[src/design/cglut_pkg.sv]
// Shared types and constants for the gradient lookup unit.
// No dependencies.
package cglut_pkg;

	localparam int CH_W        = 16;
	localparam int POS_W       = 16;
	localparam int IDX_W       = 12;
	localparam int QPOS_W      = 27;     // entry_index * 32768 fits here
	localparam int DIV_W       = 32;     // serial divider dividend width
	localparam int CNT_W       = 9;      // holds a stop count up to 256
	localparam int DEF_MAX_COLOR_STOPS   = 16;
	localparam int DEF_MAX_OPACITY_STOPS = 16;
	localparam logic [IDX_W-1:0] LAST_INDEX_RST = 12'd255;

	localparam logic [1:0] KIND_LOAD_COLOR   = 2'd0;
	localparam logic [1:0] KIND_LOAD_OPACITY = 2'd1;
	localparam logic [1:0] KIND_CLEAR        = 2'd2;
	localparam logic [1:0] KIND_LOOKUP       = 2'd3;

	localparam logic [1:0] STAT_OK         = 2'd0;
	localparam logic [1:0] STAT_FULL       = 2'd1;
	localparam logic [1:0] STAT_NO_COLOR   = 2'd2;
	localparam logic [1:0] STAT_NO_OPACITY = 2'd3;

	localparam logic REG_LAST_INDEX = 1'b0;

	typedef struct packed {
		logic [1:0]       kind;
		logic [POS_W-1:0] stop_position;
		logic [CH_W-1:0]  stop_red;
		logic [CH_W-1:0]  stop_green;
		logic [CH_W-1:0]  stop_blue;
		logic [CH_W-1:0]  stop_opacity;
		logic [IDX_W-1:0] entry_index;
	} in_item_t;

	typedef struct packed {
		logic [CH_W-1:0] out_red;
		logic [CH_W-1:0] out_green;
		logic [CH_W-1:0] out_blue;
		logic [CH_W-1:0] out_opacity;
		logic [1:0]      status;
	} out_item_t;

	typedef struct packed {
		logic             latch;
		logic             clear;
		logic             pos_start;
		logic             div_step;
		logic             pos_save;
		logic             rd_en;
		logic [CNT_W-1:0] rd_addr;
		logic             tsel;       // 0 colour table, 1 opacity table
		logic             scan_clr;
		logic             ld_commit;
		logic             mul;
		logic             ch_save;
		logic [1:0]       ch;
		logic             out_load;
	} cmd_t;

	typedef struct packed {
		logic [CNT_W-1:0] col_used;
		logic [CNT_W-1:0] opa_used;
	} sts_t;

endpackage

[src/design/color_gradient_lookup_table_unit.sv]
// Gradient lookup unit: top level. From accept to result valid: a clear goes straight to
// the result; a load scans the stored stops, then writes; a lookup runs the position
// division, a scan per stocked table, then per channel a multiply and a division (four when
// both tables are stocked) on the shared 32-step bit-serial divider. One item at a time: the
// next is taken in the same cycle the result rises, so the divider bounds the lookup rate.
// Reset empties both tables (fill counts to zero, storage kept) and sets last_index to 255.
module color_gradient_lookup_table_unit #(
	parameter int MAX_COLOR_STOPS   = cglut_pkg::DEF_MAX_COLOR_STOPS,
	parameter int MAX_OPACITY_STOPS = cglut_pkg::DEF_MAX_OPACITY_STOPS
) (
	input  logic                 clk,
	input  logic                 arst_n,
	// configuration port
	input  logic                 psel,
	input  logic                 penable,
	input  logic                 pwrite,
	input  logic [2:0]           paddr,
	input  logic [31:0]          pwdata,
	output logic [31:0]          prdata,
	output logic                 pready,
	// item input
	input  logic                 in_valid,
	output logic                 in_stall,
	input  cglut_pkg::in_item_t  in_item,
	// result output
	output logic                 out_valid,
	input  logic                 out_stall,
	output cglut_pkg::out_item_t out_item
);

	logic [cglut_pkg::IDX_W-1:0] last_index_q;
	cglut_pkg::cmd_t             cmd;
	cglut_pkg::sts_t             sts;

	// register file: only last_index; word address taken from paddr[2]
	assign pready = 1'b1;
	assign prdata = (paddr[2] == cglut_pkg::REG_LAST_INDEX) ?
	                32'(last_index_q) : 32'd0;

	always_ff @(posedge clk or negedge arst_n) begin
		if (!arst_n) begin
			last_index_q <= cglut_pkg::LAST_INDEX_RST;
		end else if (psel && penable && pwrite &&
		             paddr[2] == cglut_pkg::REG_LAST_INDEX) begin
			last_index_q <= pwdata[cglut_pkg::IDX_W-1:0];
		end
	end

	// sequencer: owns the handshakes and steps the datapath
	cglut_ctrl u_ctrl (
		.clk       (clk),
		.arst_n    (arst_n),
		.in_valid  (in_valid),
		.in_stall  (in_stall),
		.in_kind   (in_item.kind),
		.out_valid (out_valid),
		.out_stall (out_stall),
		.sts       (sts),
		.cmd       (cmd)
	);

	// tables, search registers, divider and output register
	cglut_dp #(
		.MAX_COLOR_STOPS   (MAX_COLOR_STOPS),
		.MAX_OPACITY_STOPS (MAX_OPACITY_STOPS)
	) u_dp (
		.clk        (clk),
		.arst_n     (arst_n),
		.in_item    (in_item),
		.last_index (last_index_q),
		.cmd        (cmd),
		.sts        (sts),
		.out_item   (out_item)
	);

endmodule

[src/design/cglut_ctrl.sv]
// Sequencer for the gradient lookup unit: scans, divider steps, output.
// Depends on cglut_pkg.
module cglut_ctrl (
	input  logic                  clk,
	input  logic                  arst_n,
	input  logic                  in_valid,
	output logic                  in_stall,
	input  logic [1:0]            in_kind,
	output logic                  out_valid,
	input  logic                  out_stall,
	input  cglut_pkg::sts_t       sts,
	output cglut_pkg::cmd_t       cmd
);

	typedef enum logic [3:0] {
		ST_IDLE, ST_LD_SCAN, ST_LD_WR, ST_POS_DIV, ST_POS_SAVE,
		ST_SCAN_START, ST_SCAN, ST_MUL, ST_DIV, ST_CH_SAVE, ST_OUT
	} state_t;

	localparam logic [cglut_pkg::CNT_W-1:0] LAST_STEP =
		cglut_pkg::CNT_W'(cglut_pkg::DIV_W - 1);

	state_t                      state_q;
	logic [cglut_pkg::CNT_W-1:0] cnt_q;
	logic                        pend_q;
	logic                        tsel_q;
	logic [1:0]                  ch_q;
	logic                        out_valid_q;
	logic [cglut_pkg::CNT_W-1:0] n;
	logic                        more;
	logic                        accept;
	logic                        out_free;

	assign n        = tsel_q ? sts.opa_used : sts.col_used;
	assign more     = cnt_q < n;
	assign in_stall = state_q != ST_IDLE;
	assign accept   = in_valid && state_q == ST_IDLE;
	assign out_free = !out_valid_q || !out_stall;
	assign out_valid = out_valid_q;

	always_comb begin
		cmd           = '0;
		cmd.rd_addr   = cnt_q;
		cmd.tsel      = tsel_q;
		cmd.ch        = ch_q;
		cmd.latch     = accept;
		cmd.clear     = accept && in_kind == cglut_pkg::KIND_CLEAR;
		cmd.pos_start = accept && in_kind == cglut_pkg::KIND_LOOKUP;
		unique case (state_q) inside
			ST_LD_SCAN, ST_SCAN: cmd.rd_en = more;
			ST_LD_WR:            cmd.ld_commit = 1'b1;
			ST_POS_DIV, ST_DIV:  cmd.div_step = 1'b1;
			ST_POS_SAVE:         cmd.pos_save = 1'b1;
			ST_SCAN_START:       cmd.scan_clr = 1'b1;
			ST_MUL:              cmd.mul = 1'b1;
			ST_CH_SAVE:          cmd.ch_save = 1'b1;
			ST_OUT:              cmd.out_load = out_free;
			default: ;
		endcase
	end

	always_ff @(posedge clk or negedge arst_n) begin
		if (!arst_n) begin
			state_q     <= ST_IDLE;
			cnt_q       <= '0;
			pend_q      <= 1'b0;
			tsel_q      <= 1'b0;
			ch_q        <= '0;
			out_valid_q <= 1'b0;
		end else begin
			// a result leaving while the next one is raised keeps valid high
			if (out_valid_q && !out_stall && state_q != ST_OUT)
				out_valid_q <= 1'b0;
			unique case (state_q) inside
				ST_IDLE: begin
					cnt_q  <= '0;
					pend_q <= 1'b0;
					if (in_valid) begin
						unique case (in_kind) inside
							cglut_pkg::KIND_LOAD_COLOR, cglut_pkg::KIND_LOAD_OPACITY: begin
								tsel_q  <= in_kind[0];
								state_q <= ST_LD_SCAN;
							end
							cglut_pkg::KIND_CLEAR: state_q <= ST_OUT;
							default:               state_q <= ST_POS_DIV;
						endcase
					end
				end
				ST_LD_SCAN, ST_SCAN: begin
					pend_q <= more;
					if (more)
						cnt_q <= cnt_q + 1'b1;
					else if (!pend_q)
						state_q <= (state_q == ST_LD_SCAN) ? ST_LD_WR : ST_MUL;
				end
				ST_LD_WR: state_q <= ST_OUT;
				ST_POS_DIV: begin
					cnt_q <= cnt_q + 1'b1;
					if (cnt_q == LAST_STEP)
						state_q <= ST_POS_SAVE;
				end
				ST_POS_SAVE: begin
					tsel_q  <= 1'b0;
					state_q <= ST_SCAN_START;
				end
				ST_SCAN_START: begin
					cnt_q  <= '0;
					pend_q <= 1'b0;
					ch_q   <= tsel_q ? 2'd3 : 2'd0;
					if (n != '0)
						state_q <= ST_SCAN;
					else if (!tsel_q)
						tsel_q <= 1'b1;
					else
						state_q <= ST_OUT;
				end
				ST_MUL: begin
					cnt_q   <= '0;
					state_q <= ST_DIV;
				end
				ST_DIV: begin
					cnt_q <= cnt_q + 1'b1;
					if (cnt_q == LAST_STEP)
						state_q <= ST_CH_SAVE;
				end
				ST_CH_SAVE: begin
					unique case (ch_q)
						2'd2: begin
							tsel_q  <= 1'b1;
							state_q <= ST_SCAN_START;
						end
						2'd3:    state_q <= ST_OUT;
						default: begin
							ch_q    <= ch_q + 1'b1;
							state_q <= ST_MUL;
						end
					endcase
				end
				ST_OUT: begin
					if (out_free) begin
						out_valid_q <= 1'b1;
						state_q     <= ST_IDLE;
					end
				end
				default: state_q <= ST_IDLE;
			endcase
		end
	end

endmodule

[src/design/cglut_dp.sv]
// Datapath of the gradient lookup unit: stop tables, bracket search,
// multiplier and bit-serial divider, result register. Depends on cglut_pkg.
module cglut_dp #(
	parameter int MAX_COLOR_STOPS   = cglut_pkg::DEF_MAX_COLOR_STOPS,
	parameter int MAX_OPACITY_STOPS = cglut_pkg::DEF_MAX_OPACITY_STOPS
) (
	input  logic                   clk,
	input  logic                   arst_n,
	input  cglut_pkg::in_item_t    in_item,
	input  logic [cglut_pkg::IDX_W-1:0] last_index,
	input  cglut_pkg::cmd_t        cmd,
	output cglut_pkg::sts_t        sts,
	output cglut_pkg::out_item_t   out_item
);

	localparam int CAW = $clog2(MAX_COLOR_STOPS);
	localparam int OAW = $clog2(MAX_OPACITY_STOPS);
	localparam int CW  = cglut_pkg::CH_W;
	localparam int PW  = cglut_pkg::POS_W;
	localparam int NW  = cglut_pkg::CNT_W;
	localparam int DW  = cglut_pkg::DIV_W;
	localparam int IDX_W_L = cglut_pkg::IDX_W;
	localparam logic [NW-1:0] COL_CAP = NW'(MAX_COLOR_STOPS);
	localparam logic [NW-1:0] OPA_CAP = NW'(MAX_OPACITY_STOPS);

	logic [PW+3*CW-1:0] col_mem [MAX_COLOR_STOPS];
	logic [PW+CW-1:0]   opa_mem [MAX_OPACITY_STOPS];
	logic [PW+3*CW-1:0] col_rd_q;
	logic [PW+CW-1:0]   opa_rd_q;
	logic               rd_vld_q, rd_tsel_q;
	logic [NW-1:0]      rd_idx_q;

	cglut_pkg::in_item_t item_q;
	logic [NW-1:0]       col_used_q, opa_used_q;
	logic                hit_q;
	logic [NW-1:0]       hit_idx_q;
	logic                eq_q, lo_q, hi_q;
	logic [3*CW-1:0]     eq_val_q, lo_val_q, hi_val_q;
	logic [PW-1:0]       lo_key_q, hi_key_q;
	logic [cglut_pkg::QPOS_W-1:0] pos_q;
	logic [DW-1:0]       dvd_q;
	logic [CW:0]         rem_q;
	logic [CW-1:0]       dsr_q;
	logic                neg_q;
	logic [3:0][CW-1:0]  res_q;
	logic [1:0]          stat_q;
	cglut_pkg::out_item_t out_q;

	logic [PW-1:0]       key_r;
	logic [3*CW-1:0]     val_r;
	logic [cglut_pkg::QPOS_W-1:0] key_ext;
	logic [CW:0]         rem_n;
	logic                ge;
	logic [CW-1:0]       ca, cb, mag, tdist, q16, v;
	logic [3*CW-1:0]     wval;
	logic [IDX_W_L-1:0]  div_eff;

	function automatic logic [CW-1:0] chan(input logic [3*CW-1:0] val, input logic [1:0] c);
		logic [CW-1:0] r;
		case (c)
			2'd0:    r = val[3*CW-1:2*CW];
			2'd1:    r = val[2*CW-1:CW];
			default: r = val[CW-1:0];
		endcase
		return r;
	endfunction

	assign sts.col_used = col_used_q;
	assign sts.opa_used = opa_used_q;
	assign out_item     = out_q;

	// read data of the last issued table read
	assign key_r   = rd_tsel_q ? opa_rd_q[PW+CW-1:CW] : col_rd_q[PW+3*CW-1:3*CW];
	assign val_r   = rd_tsel_q ? {{(2*CW){1'b0}}, opa_rd_q[CW-1:0]} : col_rd_q[3*CW-1:0];
	assign key_ext = cglut_pkg::QPOS_W'(key_r);

	assign rem_n = {rem_q[CW-1:0], dvd_q[DW-1]};
	assign ge    = rem_n >= {1'b0, dsr_q};

	assign ca    = chan(lo_val_q, cmd.ch);
	assign cb    = chan(hi_val_q, cmd.ch);
	assign mag   = (cb >= ca) ? cb - ca : ca - cb;
	assign tdist = pos_q[PW-1:0] - lo_key_q;
	assign q16   = dvd_q[CW-1:0];
	assign div_eff = (last_index == '0) ? IDX_W_L'(1) : last_index;

	always_comb begin
		if (eq_q)
			v = chan(eq_val_q, cmd.ch);
		else if (!lo_q)
			v = cb;
		else if (!hi_q)
			v = ca;
		else
			v = neg_q ? ca - q16 : ca + q16;
	end

	assign wval = item_q.kind[0] ? {{(2*CW){1'b0}}, item_q.stop_opacity}
	                             : {item_q.stop_red, item_q.stop_green, item_q.stop_blue};

	// stop tables
	always_ff @(posedge clk) begin
		if (cmd.rd_en) begin
			col_rd_q <= col_mem[cmd.rd_addr[CAW-1:0]];
			opa_rd_q <= opa_mem[cmd.rd_addr[OAW-1:0]];
		end
		if (cmd.ld_commit && !item_q.kind[0]) begin
			if (hit_q)
				col_mem[hit_idx_q[CAW-1:0]] <= {item_q.stop_position, wval};
			else if (col_used_q < COL_CAP)
				col_mem[col_used_q[CAW-1:0]] <= {item_q.stop_position, wval};
		end
		if (cmd.ld_commit && item_q.kind[0]) begin
			if (hit_q)
				opa_mem[hit_idx_q[OAW-1:0]] <= {item_q.stop_position, wval[CW-1:0]};
			else if (opa_used_q < OPA_CAP)
				opa_mem[opa_used_q[OAW-1:0]] <= {item_q.stop_position, wval[CW-1:0]};
		end
	end

	always_ff @(posedge clk or negedge arst_n) begin
		if (!arst_n) begin
			col_used_q <= '0;
			opa_used_q <= '0;
			rd_vld_q   <= 1'b0;
		end else begin
			rd_vld_q <= cmd.rd_en;
			if (cmd.clear) begin
				col_used_q <= '0;
				opa_used_q <= '0;
			end
			if (cmd.ld_commit && !hit_q) begin
				if (!item_q.kind[0] && col_used_q < COL_CAP)
					col_used_q <= col_used_q + 1'b1;
				if (item_q.kind[0] && opa_used_q < OPA_CAP)
					opa_used_q <= opa_used_q + 1'b1;
			end
		end
	end

	// item, search, arithmetic and result registers
	always_ff @(posedge clk) begin
		rd_tsel_q <= cmd.tsel;
		rd_idx_q  <= cmd.rd_addr;
		if (cmd.latch) begin
			item_q <= in_item;
			hit_q  <= 1'b0;
			res_q  <= '0;
			stat_q <= cglut_pkg::STAT_OK;
		end
		if (cmd.scan_clr) begin
			eq_q <= 1'b0;
			lo_q <= 1'b0;
			hi_q <= 1'b0;
		end
		if (rd_vld_q) begin
			if (key_r == item_q.stop_position) begin
				hit_q     <= 1'b1;
				hit_idx_q <= rd_idx_q;
			end
			if (key_ext == pos_q) begin
				eq_q     <= 1'b1;
				eq_val_q <= val_r;
			end else if (key_ext < pos_q) begin
				if (!lo_q || key_r > lo_key_q) begin
					lo_q     <= 1'b1;
					lo_key_q <= key_r;
					lo_val_q <= val_r;
				end
			end else if (!hi_q || key_r < hi_key_q) begin
				hi_q     <= 1'b1;
				hi_key_q <= key_r;
				hi_val_q <= val_r;
			end
		end
		if (cmd.pos_start) begin
			dvd_q <= DW'({in_item.entry_index, {PW-1{1'b0}}});
			dsr_q <= CW'(div_eff);
			rem_q <= '0;
		end else if (cmd.mul) begin
			dvd_q <= DW'(mag * tdist);
			dsr_q <= hi_key_q - lo_key_q;
			neg_q <= cb < ca;
			rem_q <= '0;
		end else if (cmd.div_step) begin
			rem_q <= ge ? rem_n - {1'b0, dsr_q} : rem_n;
			dvd_q <= {dvd_q[DW-2:0], ge};
		end
		if (cmd.pos_save) begin
			pos_q <= dvd_q[cglut_pkg::QPOS_W-1:0];
			if (col_used_q == '0)
				stat_q <= cglut_pkg::STAT_NO_COLOR;
			else if (opa_used_q == '0)
				stat_q <= cglut_pkg::STAT_NO_OPACITY;
		end
		if (cmd.ld_commit && !hit_q &&
		    ((!item_q.kind[0] && col_used_q >= COL_CAP) ||
		     (item_q.kind[0] && opa_used_q >= OPA_CAP)))
			stat_q <= cglut_pkg::STAT_FULL;
		if (cmd.ch_save)
			res_q[cmd.ch] <= v;
		if (cmd.out_load) begin
			out_q.out_red     <= res_q[0];
			out_q.out_green   <= res_q[1];
			out_q.out_blue    <= res_q[2];
			out_q.out_opacity <= res_q[3];
			out_q.status      <= stat_q;
		end
	end

endmodule

[config.mk]
export PLATFORM = sky130hd
export DESIGN_NAME = color_gradient_lookup_table_unit
export DESIGN_NICKNAME = d
export VERILOG_FILES = /design/src/design/cglut_pkg.sv /design/src/design/color_gradient_lookup_table_unit.sv /design/src/design/cglut_ctrl.sv /design/src/design/cglut_dp.sv
export SDC_FILE = /design/constraint.sdc
export NUM_CORES = 2
export LEC_CHECK = 0
export ABC_CLOCK_PERIOD_IN_PS = 19200
export BUFFER_PORTS_ARGS = -buffer_cell sky130_fd_sc_hd__buf_2
export CORE_AREA = 5 5 446 448
export DETAILED_ROUTE_END_ITERATION = 16
export DIE_AREA = 0 0 451 453
export PLACE_DENSITY = 0.71
export SLEW_MARGIN = 20
export SYNTH_ARGS = -nofsm -noshare
export SYNTH_HDL_FRONTEND = slang
export SYNTH_SLANG_ARGS = --single-unit
[constraint.sdc]
create_clock -name clk -period 19.2 [get_ports clk]
set_input_delay 2.88 -clock clk [delete_from_list [all_inputs] [get_ports clk]]
set_output_delay 2.88 -clock clk [all_outputs]
set_load 0.005 [all_outputs]
==> flow_summary.yaml <==
floorplan:
  initial_utilization_pct: 49.7
  pin_count: 237
  coreArea_mm2: 0.194
  std_cell_rows: 162
  chipWidth_um: 451
  floorplan.die.height_um: 453
  design.die.area_mm2: 0.204
logic_synthesis:
  yosysSeqAreaShare_pct: 66.3
  yosys-top-cells-area: "sky130_fd_sc_hd__edfxtp_1, sky130_fd_sc_hd__mux4_2, sky130_fd_sc_hd__fa_1, sky130_fd_sc_hd__ha_1, sky130_fd_sc_hd__dfxtp_1"
  yosys.area_share.simple_pct: 5.42
  yosysTopAreaCellShare_pct: 62.6
  syn-instance-count: 5793
  yosys_top_cell_by_area: "sky130_fd_sc_hd__edfxtp_1"
  post_synth_xor_area_fraction_pct: 1.24
  synth_area_mm2: 0.0965
  synth.distinct_cells: 90
  share_of_cell_area_taken_by_muxes_after_synthesis_pct: 12.2
  synth_compound_gate_area_share_pct: 4.69
  synth.top_cells.by_count: "sky130_fd_sc_hd__edfxtp_1, sky130_fd_sc_hd__mux4_2, sky130_fd_sc_hd__inv_1"
  synth-adder-area-share_pct: 7.53
  synth.most_common_cell: "sky130_fd_sc_hd__edfxtp_1"
  synth-async-reset-ratio_pct: 2.25
  dominantRegCellSynth: "sky130_fd_sc_hd__edfxtp_1"
  post_synth.cell_area_avg_um2: 16.7
  yosysWarningCount: 0
  synth_enable_flop_cells: 2011
  postSynthRegisterBits: 2175
  synth_top_family_by_area: "multiplexers"
grt:
  grt_max_degree: 98
  grt_remaining_overflow: 0
  grt_util_met2_pct: 38.0
  wire_length_of_the_first_global_routing_pass_mm: 344
  met3_track_demand_over_resource_pct: 4.23
  first_global_vias: 53200
  grt_use_met1_pct: 30.1
  global_route.usage.total_pct: 22.7
  grt.busiest_layer: "met2"
  grt_antenna_before_repair: 19
sta:
  worst_hold_slack_ns: 0.398
  tightestPinTransition_ns: 1.15
  final_max_slew_viol_count: 0
  clock-skew-final_ns: 0.0665
  number_of_failing_setup_endpoints_in_the_final_timing_report: 0
  timing.fmax_ghz: 0.0838
  report.final.hold_viol_count: 0
  relative_max_transition_margin_pct: 22.7
  ratio_of_final_minimum_period_to_clock_period_pct: 62.1
  rsz0062_at_grt: "no"
  period_needed_ns: 11.93
  finalSetupTns_ns: 0
worst_setup_path:
  crit_type: "register to register"
  cp_data_required_time_ns: 19.90
  crit_arrival_ns: 12.62
  crit_slowest_cell: "sky130_fd_sc_hd__o21ba_1"
  critPathMostFrequentCell: "sky130_fd_sc_hd__inv_1"
  nature_of_the_critical_path_startpoint: "register"
  cp_slowest_stage_delay_ns: 0.62
  rr_worst_depth: 40
  worst_setup_ep_type: "register"
  worstPathMaxFanout: 55
clock_tree:
  tritoncts: "built"
  cts_buffers: 209
  hold_buffers: 0
  clockRootBuffer: "sky130_fd_sc_hd__clkbuf_16"
  cts.sink_count: 2175
  postCtsResizedCells: 0
  ctsHtreeMaxLevel: 4
  skew_pair_late_insertion_delay_ns: 0.84
  clk_transition_reported_paths_ns: 0.06
  clk_path_buf_depth: 3
  number_of_buffers_inserted_to_repair_setup_after_cts: 0
layout:
  register_area_mm2: 0.0639
  multi_input_area_mm2: 0.0304
  fillerInstances: 14700
  layout-area-overhead-vs-synth_pct: 11.6
  layout.cell_area.non_filler_mm2: 0.108
  final_core_util_pct: 55.4
  final_layout_size_suffix_gt1_share_pct: 20.0
  num-nets-final: 6672
pwr:
  sw_frac_of_total_pct: 19.5
  p_int_uw: 7350
  cellLeakagePower_uw: 0.0374
  power_frac_comb_pct: 0.3
  total_switching_power_uw: 1780
  seq_power_share_pct: 56.0
  power-per-cell-area_mw_per_mm2: 84.8
  vdd.ir_drop.worst_uv: 90.9
  p_clk_share_pct: 43.6
drt:
  route.final.wire_length_mm: 233
  route.detailed.wl_per_inst_um: 26.5
  drt_drc_violations_left: 0
  route.detailed.vias_per_inst: 5.92
  antenna_nets_post_route: 0
  drtIter0Drc: 5624
  detail_route.first_pass.iterations: 6
  num_vias: 52100
place:
  place.port_buffers: 193
  routabilityCongestion: 0.884
  total_half_perimeter_wirelength_after_legalization_and_detailed_placement_mm: 142
  placed_cell_area_mm2: 0.101
outcome:
  run_status: "finished clean"
run:
  drv.max_cap_violation_count: 0
hold_path:
  worstHoldPathType: "register to register"
  min_delay_path_depth: 0
## logic make-up after synthesis
| group | count (synthesis) |
|---|---|
| AOI/OAI and AO/OA | 729 |
| xor gates and xnor gates | 127 |
| adders and majority gates | 461 |
| buffers and inverters | 650 |
| DFF | 2175 |
| muxes | 566 |
| other | 2 |
| and+or+nand+nor | 1083 |
## state kept, by name (all words and copies together) (netlist names), 27 cells and up
signal         flops
u_dp.col_mem    1024
u_dp.col_rd_q     64
u_dp.dvd_q        32
u_dp.eq_val_q     48
u_dp.hi_val_q     48
u_dp.item_q       81
u_dp.lo_val_q     48
u_dp.opa_mem     512
u_dp.opa_rd_q     32
u_dp.out_item     66
u_dp.pos_q        27
u_dp.res_q        64
## final timing paths
kind / start / endpoint / slack (ns)
worst max-delay path: u_ctrl.ch_q[1] / u_dp.dvd_q[31] / 7.27
worst min-delay path: u_dp.stat_q[1] / u_dp.out_item[1] / 0.40
worst max register to register: u_ctrl.ch_q[1] / u_dp.dvd_q[31] / 7.27
worst min register to register: u_dp.stat_q[1] / u_dp.out_item[1] / 0.40
max in group asynchronous: arst_n / u_ctrl.cnt_q[0] / 16.40
min in group asynchronous: arst_n / last_index_q[10] / 2.19
## cells in the final DEF, fill, tap and decap left out, types with 24 or more instances in the layout
cell,n
sky130_fd_sc_hd__a31oi_1,28
sky130_fd_sc_hd__nand2b_1,39
sky130_fd_sc_hd__buf_4,122
sky130_fd_sc_hd__nand3_1,91
sky130_fd_sc_hd__clkinv_1,53
sky130_fd_sc_hd__nand2_1,303
sky130_fd_sc_hd__clkinv_2,32
sky130_fd_sc_hd__xor2_1,45
sky130_fd_sc_hd__nor2_4,32
sky130_fd_sc_hd__edfxtp_1,2011
sky130_fd_sc_hd__clkbuf_16,212
sky130_fd_sc_hd__nor3_1,52
sky130_fd_sc_hd__mux4_2,480
sky130_fd_sc_hd__and3_1,27
sky130_fd_sc_hd__nor2_1,234
sky130_fd_sc_hd__and2_1,57
sky130_fd_sc_hd__mux2_2,62
sky130_fd_sc_hd__nor2b_1,153
sky130_fd_sc_hd__a21oi_1,174
sky130_fd_sc_hd__a21o_1,57
sky130_fd_sc_hd__a211oi_1,24
sky130_fd_sc_hd__dfrtp_1,37
sky130_fd_sc_hd__fa_1,200
sky130_fd_sc_hd__o21ai_0,240
sky130_fd_sc_hd__ha_1,259
sky130_fd_sc_hd__clkbuf_1,44
sky130_fd_sc_hd__xnor2_1,68
sky130_fd_sc_hd__dfxtp_1,114
sky130_fd_sc_hd__buf_2,193
sky130_fd_sc_hd__inv_1,380
sky130_fd_sc_hd__o21a_1,44
## layer usage
layer | part of all wire, % | routed length, µm
met5 | 0 | 0
met4 | 3.6 | 8360
met3 | 8.0 | 18700
met2 | 50 | 116000
met1 | 39 | 90000
## critical path: cells and delay by family, from the launching register on
kind / cells / cell delay, ns
buffers and inverters: 10 / 1.39
adder cells (fa/ha/maj): 9 / 4.13
AO/OA/AOI/OAI: 14 / 3.51
multiplexers: 1 / 0.34
AND/OR/NAND/NOR: 4 / 1.16
flip-flops: 1 / 0.42
XOR/XNOR: 2 / 0.77
## power groups by stage
stage          clock [µW]  sequential (µW)  combinational (µW)
2_1_floorplan           0             5210                14.3
3_3_place_gp            0             5220                30.6
3_5_place_dp            0             5220                31.4
4_1_cts              4040             5120                31.5
5_1_grt              4260             5110                34.2
6_report             3980             5120                30.7
## per-stage QoR
stage / setup WS (ns) / cells / total power (µW)
2_1_floorplan: 5.67 / 5812 / 5230
3_3_place_gp: 7.46 / 8403 / 5250
3_5_place_dp: 7.37 / 8407 / 5250
4_1_cts: 7.36 / 8791 / 9190
5_1_grt: 6.54 / 8793 / 9400
6_report: 7.27 / 8794 / 9130
## area by class of cell
cell class	count	share of cell area, %
multi-input combinational	2987	28.2
inverter	382	1.33
tap	2542	2.95
timing repair buffer	322	1.88
antenna	2	0.00465
clock buffer	260	5.13
sequential	2175	59.4
clock inverter	124	1.05
No activity file was read; power rests on OpenSTA's default activity.
